$ cat config.mk
export PLATFORM = sky130hd
export DESIGN_NAME = binary_uniformity_tree_postorder_unit
export DESIGN_NICKNAME = d
export VERILOG_FILES = /design/src/butp_pkg.sv /design/src/butp_datapath.sv /design/src/butp_ctrl.sv /design/src/binary_uniformity_tree_postorder_unit.sv
export SDC_FILE = /design/constraint.sdc
export NUM_CORES = 1
export LEC_CHECK = 0
export BUFFER_PORTS_ARGS = -buffer_cell sky130_fd_sc_hd__buf_2
export CAP_MARGIN = 20
export CORE_MARGIN = 4
export CORE_UTILIZATION = 55
export CTS_CLUSTER_DIAMETER = 200
export DETAILED_ROUTE_END_ITERATION = 8
export GPL_ROUTABILITY_DRIVEN = 1
export PLACE_DENSITY = 0.81
export RECOVER_POWER = 25
export SLEW_MARGIN = 40
export SYNTH_ARGS = -nofsm -noshare
export SYNTH_HDL_FRONTEND = slang
export SYNTH_HIERARCHICAL = 1
export SYNTH_SLANG_ARGS = --single-unit
export TNS_END_PERCENT = 5
$ cat constraint.sdc
create_clock -name clk_i -period 6.1 [get_ports clk_i]
set_input_delay 1.22 -clock clk_i [delete_from_list [all_inputs] [get_ports clk_i]]
set_output_delay 1.22 -clock clk_i [all_outputs]
set_load 0.02 [all_outputs]
$ cat src/butp_pkg.sv
// Shared types, constants and label merge function for the uniformity tree block.
`default_nettype none

package butp_pkg;

  localparam int unsigned MaxLevels = 10;
  localparam int unsigned LevelW    = $clog2(MaxLevels + 1);
  localparam int unsigned PendIdxW  = (MaxLevels > 1) ? $clog2(MaxLevels) : 1;
  localparam int unsigned PosW      = MaxLevels;
  localparam int unsigned DepthW    = 4;

  localparam logic [DepthW-1:0] DepthReset = DepthW'(3);

  typedef enum logic [1:0] {
    LABEL_B = 2'd0,
    LABEL_I = 2'd1,
    LABEL_F = 2'd2
  } label_e;

  typedef enum logic {
    S_IDLE,
    S_OUT
  } state_e;

  // Commands from the controller to the datapath.
  typedef struct packed {
    logic load;
    logic step;
    logic finish;
  } cmd_t;

  // Status from the datapath to the controller.
  typedef struct packed {
    logic last;
    logic root;
  } status_t;

  function automatic label_e merge_labels(label_e a, label_e b);
    merge_labels = (a == b && a != LABEL_F) ? a : LABEL_F;
  endfunction

endpackage

`default_nettype wire

$ cat src/butp_datapath.sv
// Datapath: depth register, leaf counter, pending left labels and the walking node.
`default_nettype none

module butp_datapath (
  input  wire logic                          clk_i,
  input  wire logic                          rst_ni,
  input  wire logic                          cfg_we_i,
  input  wire logic [butp_pkg::DepthW-1:0]   cfg_data_i,
  input  wire logic                          bit_value_i,
  input  wire butp_pkg::cmd_t                cmd_i,
  output butp_pkg::status_t                  status_o,
  output logic [1:0]                         node_label_o,
  output logic [3:0]                         node_level_o
);

  logic [butp_pkg::DepthW-1:0]  depth_q;
  logic [butp_pkg::PosW-1:0]    leaf_pos_q;
  butp_pkg::label_e             label_q;
  logic [butp_pkg::LevelW-1:0]  level_q;
  logic [butp_pkg::PosW-1:0]    pos_q;
  butp_pkg::label_e             pend_q [butp_pkg::MaxLevels];

  logic [butp_pkg::PendIdxW-1:0] pend_idx;
  logic [butp_pkg::DepthW-1:0]   depth_clamped;

  assign pend_idx = butp_pkg::PendIdxW'(level_q - butp_pkg::LevelW'(1));
  assign depth_clamped = (cfg_data_i > butp_pkg::DepthW'(butp_pkg::MaxLevels))
                         ? butp_pkg::DepthW'(butp_pkg::MaxLevels) : cfg_data_i;

  always_ff @(posedge clk_i or negedge rst_ni) begin
    if (!rst_ni) begin
      depth_q    <= butp_pkg::DepthReset;
      leaf_pos_q <= '0;
    end else if (cfg_we_i) begin
      // A new depth restarts the string.
      depth_q    <= depth_clamped;
      leaf_pos_q <= '0;
    end else if (cmd_i.finish) begin
      leaf_pos_q <= status_o.root ? '0 : butp_pkg::PosW'(leaf_pos_q + 1'b1);
    end
  end

  always_ff @(posedge clk_i) begin
    if (cmd_i.load) begin
      label_q <= bit_value_i ? butp_pkg::LABEL_I : butp_pkg::LABEL_B;
      level_q <= butp_pkg::LevelW'(depth_q);
      pos_q   <= leaf_pos_q;
    end else if (cmd_i.step) begin
      // Climb one level: combine with the waiting left sibling.
      label_q <= butp_pkg::merge_labels(pend_q[pend_idx], label_q);
      level_q <= level_q - butp_pkg::LevelW'(1);
      pos_q   <= pos_q >> 1;
    end
  end

  // Park a finished left child until its right sibling arrives.
  always_ff @(posedge clk_i) begin
    if (cmd_i.finish && !status_o.root) begin
      pend_q[pend_idx] <= label_q;
    end
  end

  assign status_o.root = (level_q == '0);
  assign status_o.last = status_o.root || !pos_q[0];

  assign node_label_o = label_q;
  assign node_level_o = 4'(level_q);

  a_step_not_root: assert property (@(posedge clk_i) disable iff (!rst_ni)
    cmd_i.step |-> !status_o.root)
    else $error("step requested at the root");

  a_step_climbs: assert property (@(posedge clk_i) disable iff (!rst_ni)
    cmd_i.step |=> level_q == $past(level_q) - butp_pkg::LevelW'(1))
    else $error("step did not climb one level");

  a_load_at_depth: assert property (@(posedge clk_i) disable iff (!rst_ni)
    cmd_i.load |=> level_q <= butp_pkg::LevelW'(butp_pkg::MaxLevels))
    else $error("walk started above the maximum depth");

endmodule

`default_nettype wire

$ cat src/butp_ctrl.sv
// Controller: accepts a bit, then hands out one node label per cycle up the tree while out_ready_i is high.
`default_nettype none

module butp_ctrl (
  input  wire logic               clk_i,
  input  wire logic               rst_ni,
  input  wire logic               in_valid_i,
  output logic                    in_ready_o,
  output logic                    out_valid_o,
  input  wire logic               out_ready_i,
  input  wire butp_pkg::status_t  status_i,
  output butp_pkg::cmd_t          cmd_o
);

  butp_pkg::state_e state_q, state_d;

  always_ff @(posedge clk_i or negedge rst_ni) begin
    if (!rst_ni) begin
      state_q <= butp_pkg::S_IDLE;
    end else begin
      state_q <= state_d;
    end
  end

  always_comb begin
    state_d     = state_q;
    cmd_o       = '0;
    in_ready_o  = 1'b0;
    out_valid_o = 1'b0;
    unique case (state_q)
      butp_pkg::S_IDLE: begin
        in_ready_o = 1'b1;
        if (in_valid_i) begin
          cmd_o.load = 1'b1;
          state_d    = butp_pkg::S_OUT;
        end
      end
      butp_pkg::S_OUT: begin
        out_valid_o = 1'b1;
        if (out_ready_i) begin
          if (status_i.last) begin
            cmd_o.finish = 1'b1;
            state_d      = butp_pkg::S_IDLE;
          end else begin
            cmd_o.step = 1'b1;
          end
        end
      end
      default: state_d = butp_pkg::S_IDLE;
    endcase
  end

  a_one_side: assert property (@(posedge clk_i) disable iff (!rst_ni)
    !(in_ready_o && out_valid_o))
    else $error("input and output active together");

  a_load_shows: assert property (@(posedge clk_i) disable iff (!rst_ni)
    (in_valid_i && in_ready_o) |=> out_valid_o)
    else $error("accepted request did not produce a result");

  a_last_frees: assert property (@(posedge clk_i) disable iff (!rst_ni)
    (out_valid_o && out_ready_i && status_i.last) |=> in_ready_o)
    else $error("block not free after the last result");

endmodule

`default_nettype wire

$ cat src/binary_uniformity_tree_postorder_unit.sv
// Top level of the binary uniformity tree post-order labeller.
`default_nettype none

// Takes one string bit per request, leftmost first, and returns the post-order
// labels of the complete binary tree over a string of 2^depth bits: the leaf
// label (B for 0, I for 1), then one label per ancestor that the bit completes,
// with run_last on the final one and tree_done on the root. A new bit is accepted
// only after the previous bit's last result is taken; the single output register
// walks up one level per cycle while out_ready_i is high. Depth is written on
// the cfg port (values above 10 act as 10); the user must write it only while
// the block is idle, which it does not enforce; a write restarts the string.
module binary_uniformity_tree_postorder_unit (
  input  wire logic        clk_i,
  input  wire logic        rst_ni,
  input  wire logic        cfg_valid_i,
  output logic             cfg_ready_o,
  input  wire logic [3:0]  cfg_data_i,
  input  wire logic        in_valid_i,
  output logic             in_ready_o,
  input  wire logic        bit_value_i,
  output logic             out_valid_o,
  input  wire logic        out_ready_i,
  output logic [1:0]       node_label_o,
  output logic [3:0]       node_level_o,
  output logic             run_last_o,
  output logic             tree_done_o
);

  butp_pkg::cmd_t    cmd;
  butp_pkg::status_t status;

  assign cfg_ready_o = 1'b1;

  butp_ctrl u_ctrl (
    .clk_i       (clk_i),
    .rst_ni      (rst_ni),
    .in_valid_i  (in_valid_i),
    .in_ready_o  (in_ready_o),
    .out_valid_o (out_valid_o),
    .out_ready_i (out_ready_i),
    .status_i    (status),
    .cmd_o       (cmd)
  );

  butp_datapath u_datapath (
    .clk_i        (clk_i),
    .rst_ni       (rst_ni),
    .cfg_we_i     (cfg_valid_i && cfg_ready_o),
    .cfg_data_i   (cfg_data_i),
    .bit_value_i  (bit_value_i),
    .cmd_i        (cmd),
    .status_o     (status),
    .node_label_o (node_label_o),
    .node_level_o (node_level_o)
  );

  assign run_last_o  = status.last;
  assign tree_done_o = status.root;

endmodule

`default_nettype wire
# Word-level counts from Yosys, hierarchy flattened
# Memories as Yosys holds them, arrays and structs flattened.
# Cells that the tools add are included.
dict set report classes {
  add_sub_neg 2
  order_cmp 1
  eq_ne 2
  muxes 24
  n_bitwise 1
  n_reduce_logical 8
}
# op count
set op_table {}
lappend op_table {{$mux W10} 5}
lappend op_table {{$mux W4} 3}
lappend op_table {{$add A10 B1 Y10 const B} 1}
lappend op_table {{$mux W1} 10}
lappend op_table {{$mux W2} 5}
lappend op_table {{$gt A4 B4 Y1 const B} 1}
lappend op_table {{$logic_not A4 Y1} 1}
lappend op_table {{$reduce_bool A2 Y1} 2}
lappend op_table {{$sub A4 B1 Y4 const B} 1}
lappend op_table {{$eq A2 B2 Y1} 1}
lappend op_table {{$logic_and A1 B1 Y1} 2}
lappend op_table {{$logic_not A1 Y1} 2}
lappend op_table {{$ne A2 B2 Y1 const B} 1}
lappend op_table {{$pmux W1 S2} 1}
lappend op_table {{$logic_or A1 B1 Y1} 1}
lappend op_table {{$not A1 Y1} 1}
dict set report totals {
  reg_bits 31
  mem_bits_rw 20
  inputBits 10
  out_inout_bits 11
  word_cells 45
  memories 1
}
# name words word_bits rd rd_ports_with_merged_regs write_ports line_no
set memory_table {}
lappend memory_table {u_datapath.pend_q 10 2 1 0 1 butp_datapath.sv:21} ;# butp_pkg::label_e pend_q [butp_pkg::MaxLevels];

# Logic depth before layout (Yosys ltp)
dict set report logic_depth {
  ltp_word 8
  depth_mapped 11
  depth_no_buf 9
}

# Hierarchy
# Netlist, hierarchy kept.
# mod n_inst cells_per_inst area_each_um2 seq_area_each_um2
set modules_own_cells {}
lappend modules_own_cells {butp_datapath 1 178 2359.8 1433.9}
lappend modules_own_cells {butp_ctrl 1 8 66.3 25.0}
lappend modules_own_cells {binary_uniformity_tree_postorder_unit 1 2 11.3 0.0}

# Worst setup path after synthesis
# OpenSTA, ideal clock, no wires.
dict set report synth_timing {
  path_kind {reg-to-output}
  start {register u_datapath.level_q, in the netlist u_datapath/node_level_o[0]}
  end {output port run_last_o}
  arrival_ns 1.694
  required_ns 4.880
  path_slack_ns 3.186
  stages_incl_launch_ff 6
  path_buffers 1
  path_cell_list {edfxtp_1 -> buf_6 -> inv_1 -> ha_1 -> or3b_2 -> nand2_1}
}
dict set report synth_via {
  elab_chain_len 2
}
# item line_no
set synth_rtl {}
lappend synth_rtl {{from (decl)} butp_datapath.sv:19} ;# logic [butp_pkg::LevelW-1:0] level_q;
lappend synth_rtl {{from (signal assigned)} butp_datapath.sv:46} ;# level_q <= butp_pkg::LevelW'(depth_q);
lappend synth_rtl {{from (signal assigned)} butp_datapath.sv:51} ;# level_q <= level_q - butp_pkg::LevelW'(1);
lappend synth_rtl {{$logic_not A4 Y1} butp_datapath.sv:63} ;# assign status_o.root = (level_q == '0);
lappend synth_rtl {{$logic_or A1 B1 Y1} butp_datapath.sv:64} ;# assign status_o.last = status_o.root || !pos_q[0];
lappend synth_rtl {{to (decl)} binary_uniformity_tree_postorder_unit.sv:25} ;# output logic run_last_o,
# No other way between the ends.

# Worst setup path after layout
# Same ends and word-level chain as after synthesis.

==> reports/results.ini <==
[worst_setup_path]
path_max_fanout=12
crit_type=register to primary output
cp_slowest_cell=edfxtp_1
crit_arrival_ns=2.16
critPathCaptureType=primary output
slowest_delay_ns=0.61
crit_chain=inv_1 > ha_1 > or3b_2 > nand2_1 > buf_2
worstPathRequired_ns=4.88
path_delay_family=simple AND/OR/NAND/NOR gates
path_buf_inv=2
cp-start-kind=register

[layout]
layout_common_cells=edfxtp_1, buf_2, o21ai_0, nand2_1
layout-drive-gt1-share_pct=22.49
final_common_cell=edfxtp_1
syn_to_final_growth_pct=8.676
stdcell_count=259
antenna_cells=0
fin_nets=224

[floorplan]
start_util_pct=58.82
die_x_um=74.57
core-area_mm2=0.004144
rows=23
die_area_mm2=0.005561
die_y_um=74.57
ios=21

[pwr]
pwr_density_cell_mw_per_mm2=355.0
irDropWorstVdd_v=0.0002125
pwr-share-comb_pct=28.7
leakage_uw=0.001058
finalPower_uw=940.3
p_int_uw=633.2
switching_power_uw=307.2
swShare_pct=32.66
pwr-share-clk_pct=20.0
p_seq_share_pct=51.3

[sta]
period_minus_slack_ns=3.385
clock_skew_ns=0.006384
fin_setup_tns_ns=0
grt_setup_unrepaired=false
setup_viol=0
relSlewSlack_pct=45.31
hold_viol_final=0
tightest_slew_ns=0.8204
max_freq_mhz=295.4
slew_violations=0
period_share_pct=55.49

[logic_synthesis]
synthCells=188
ys_seq_area_share_pct=59.86
synth_cell_types=40
syn-num-nets=204
ys_warn_count=6
ys.flop_type=edfxtp_1
synth_area_mm2=0.002437
synth_area_per_cell_um2=12.96
synth_edf_count=36
synthArstFlopShare_pct=29.41
ys_ff_latch=51

[clocking]
clock_latency_ns=0.30
cts_max_level=2
ctsHoldBuffers=0
clk_path_buf_depth=2
cts_resized=0
clkTransAtPathRegs_ns=0.09
cts_tree=built
cts_buffers=5
cts_root_buf=clkbuf_8
cts_sinks=51
cts_setup_buffers=0

[job]
drv_cap=0

[global_route]
grt_use_total_pct=16.74
first_global_vias=1464
grt_remaining_overflow=0
grt_pass1_wl_um=6858
antenna_found_initial=0
grt_max_degree=21

[worst_hold_path]
hp-class=register to register

[place]
hpwlAfterDp_um=2951
place_congestion=0.8116
place_inst=251
io_buffer_count=19

[drt]
wl_per_cell_um=15.80
drt_first_pass_iters=4
remaining_drc_errors=0
wl_um=4092
avgViaCountPerCell=5.707
detail_route.iter0.violations=72
ant_nets=0
vias=1478

[run_status]
outcome=finished clean

worst reg2reg max path: cells and delay by family, from the launching register on:
family / cells / cell delay (ns)
multiplexers: 2 / 0.68
flip-flops: 1 / 0.66
XOR/XNOR: 1 / 0.41
adder cells (fa/ha/maj): 1 / 0.27
buffers and inverters: 1 / 0.16
AO/OA/AOI/OAI: 2 / 0.53
registers in the layout (all words and copies together), names as in the netlist:
name	count
u_datapath/node_level_o	4
u_datapath/depth_q	4
u_datapath/pend_q	20
u_datapath/pos_q	10
u_ctrl/state_q	1
u_datapath/leaf_pos_q	10
u_datapath/node_label_o	2
layer usage:
metal / GRT usage [%] / wire length (um) / share of wire (%)
met4: 6.126 / 38 / 0.93
met3: 4.459 / 200 / 4.9
met2: 26.05 / 1923 / 47
met1: 22.79 / 1930 / 47
met5: 0 / 0 / 0
synth_stat cells, drive strengths merged, types with 2 or more instances:
cell type | count | area [um^2]
nand3 | 3 | 15.01
nand2 | 15 | 56.30
and4 | 2 | 17.52
a21oi | 4 | 20.02
edfxtp | 36 | 1081
a31oi | 2 | 12.51
mux4 | 4 | 105.1
and2 | 9 | 56.30
nor2 | 14 | 55.06
buf | 2 | 18.77
inv | 8 | 30.03
o41ai | 2 | 25.03
clkbuf | 4 | 15.01
dfrtp | 13 | 325.3
dfstp | 2 | 52.55
nand3b | 2 | 15.01
and3 | 5 | 36.28
mux2 | 13 | 146.4
o21ai | 18 | 90.09
mux2i | 3 | 30.03
ha | 6 | 75.07
xor2 | 3 | 26.28
xnor2 | 2 | 17.52
o211ai | 2 | 15.01
nor3 | 3 | 15.01
cell families (layout without fill, tap and decap cells):
family | Yosys count | in the layout | share of synthesized area (%)
flip-flops | 51 | 51 | 59.86
AO/OA/AOI/OAI | 34 | 34 | 8.779
buffers and inverters | 14 | 35 | 2.618
adder cells (fa/ha/maj) | 6 | 6 | 3.080
XOR/XNOR | 5 | 5 | 1.797
other | 1 | 1 | 0.1539
AND/OR/NAND/NOR | 57 | 57 | 12.17
multiplexers | 20 | 20 | 11.55
layout make-up:
type / count / area [um^2]
sequential: 51 / 1459
inverter: 8 / 30.03
multi-input combinational: 123 / 914.6
clock inverter: 3 / 20.02
clock buffer: 5 / 68.82
tap: 50 / 62.56
timing repair buffer: 19 / 93.84
fill: 327 / 1495
power groups by stage:
stage	registers (uW)	logic (uW)	clock network, uW
after floorplan	493	193	0
after global placement	490	264	0
after detailed placement	491	270	0
after CTS	484	271	194
after global routing	491	294	210
final	483	270	188
metrics by stage:
| stage | hold slack (ns) | utilization (%) | setup WS (ns) | area (um^2) |
|---|---|---|---|---|
| 2_1_floorplan | 0.4664 | - | 3.186 | 2437 |
| 3_3_place_gp | 0.4925 | 61.81 | 3.089 | 2561 |
| 5_1_grt | 0.5342 | 63.92 | 2.578 | 2649 |
| 6_report | 0.5087 | 63.92 | 2.715 | 2649 |
| 3_5_place_dp | 0.4914 | 61.81 | 3.039 | 2561 |
| 4_1_cts | 0.5091 | 63.95 | 2.696 | 2650 |
final timing paths:
| kind | startpoint | endpoint | slack (ns) | cells after the start |
|---|---|---|---|---|
| worst max register to register | u_datapath/node_level_o[0]$_DFFE_PP_ | u_datapath/node_label_o[0]$_DFFE_PP_ | 3.20 | 7 |
| min in group asynchronous | rst_ni | u_datapath/leaf_pos_q[4]$_DFFE_PN0P_ | 0.98 | 1 |
| worst max-delay path | u_datapath/node_level_o[0]$_DFFE_PP_ | run_last_o | 2.72 | 5 |
| worst min register to register | u_datapath/depth_q[1]$_DFFE_PN1P_ | u_datapath/depth_q[1]$_DFFE_PN1P_ | 0.51 | 2 |
| worst min-delay path | u_datapath/depth_q[1]$_DFFE_PN1P_ | u_datapath/depth_q[1]$_DFFE_PN1P_ | 0.51 | 2 |
| max in group asynchronous | rst_ni | u_datapath/leaf_pos_q[9]$_DFFE_PN0P_ | 4.61 | 1 |
(Power assumes the default switching activity.)
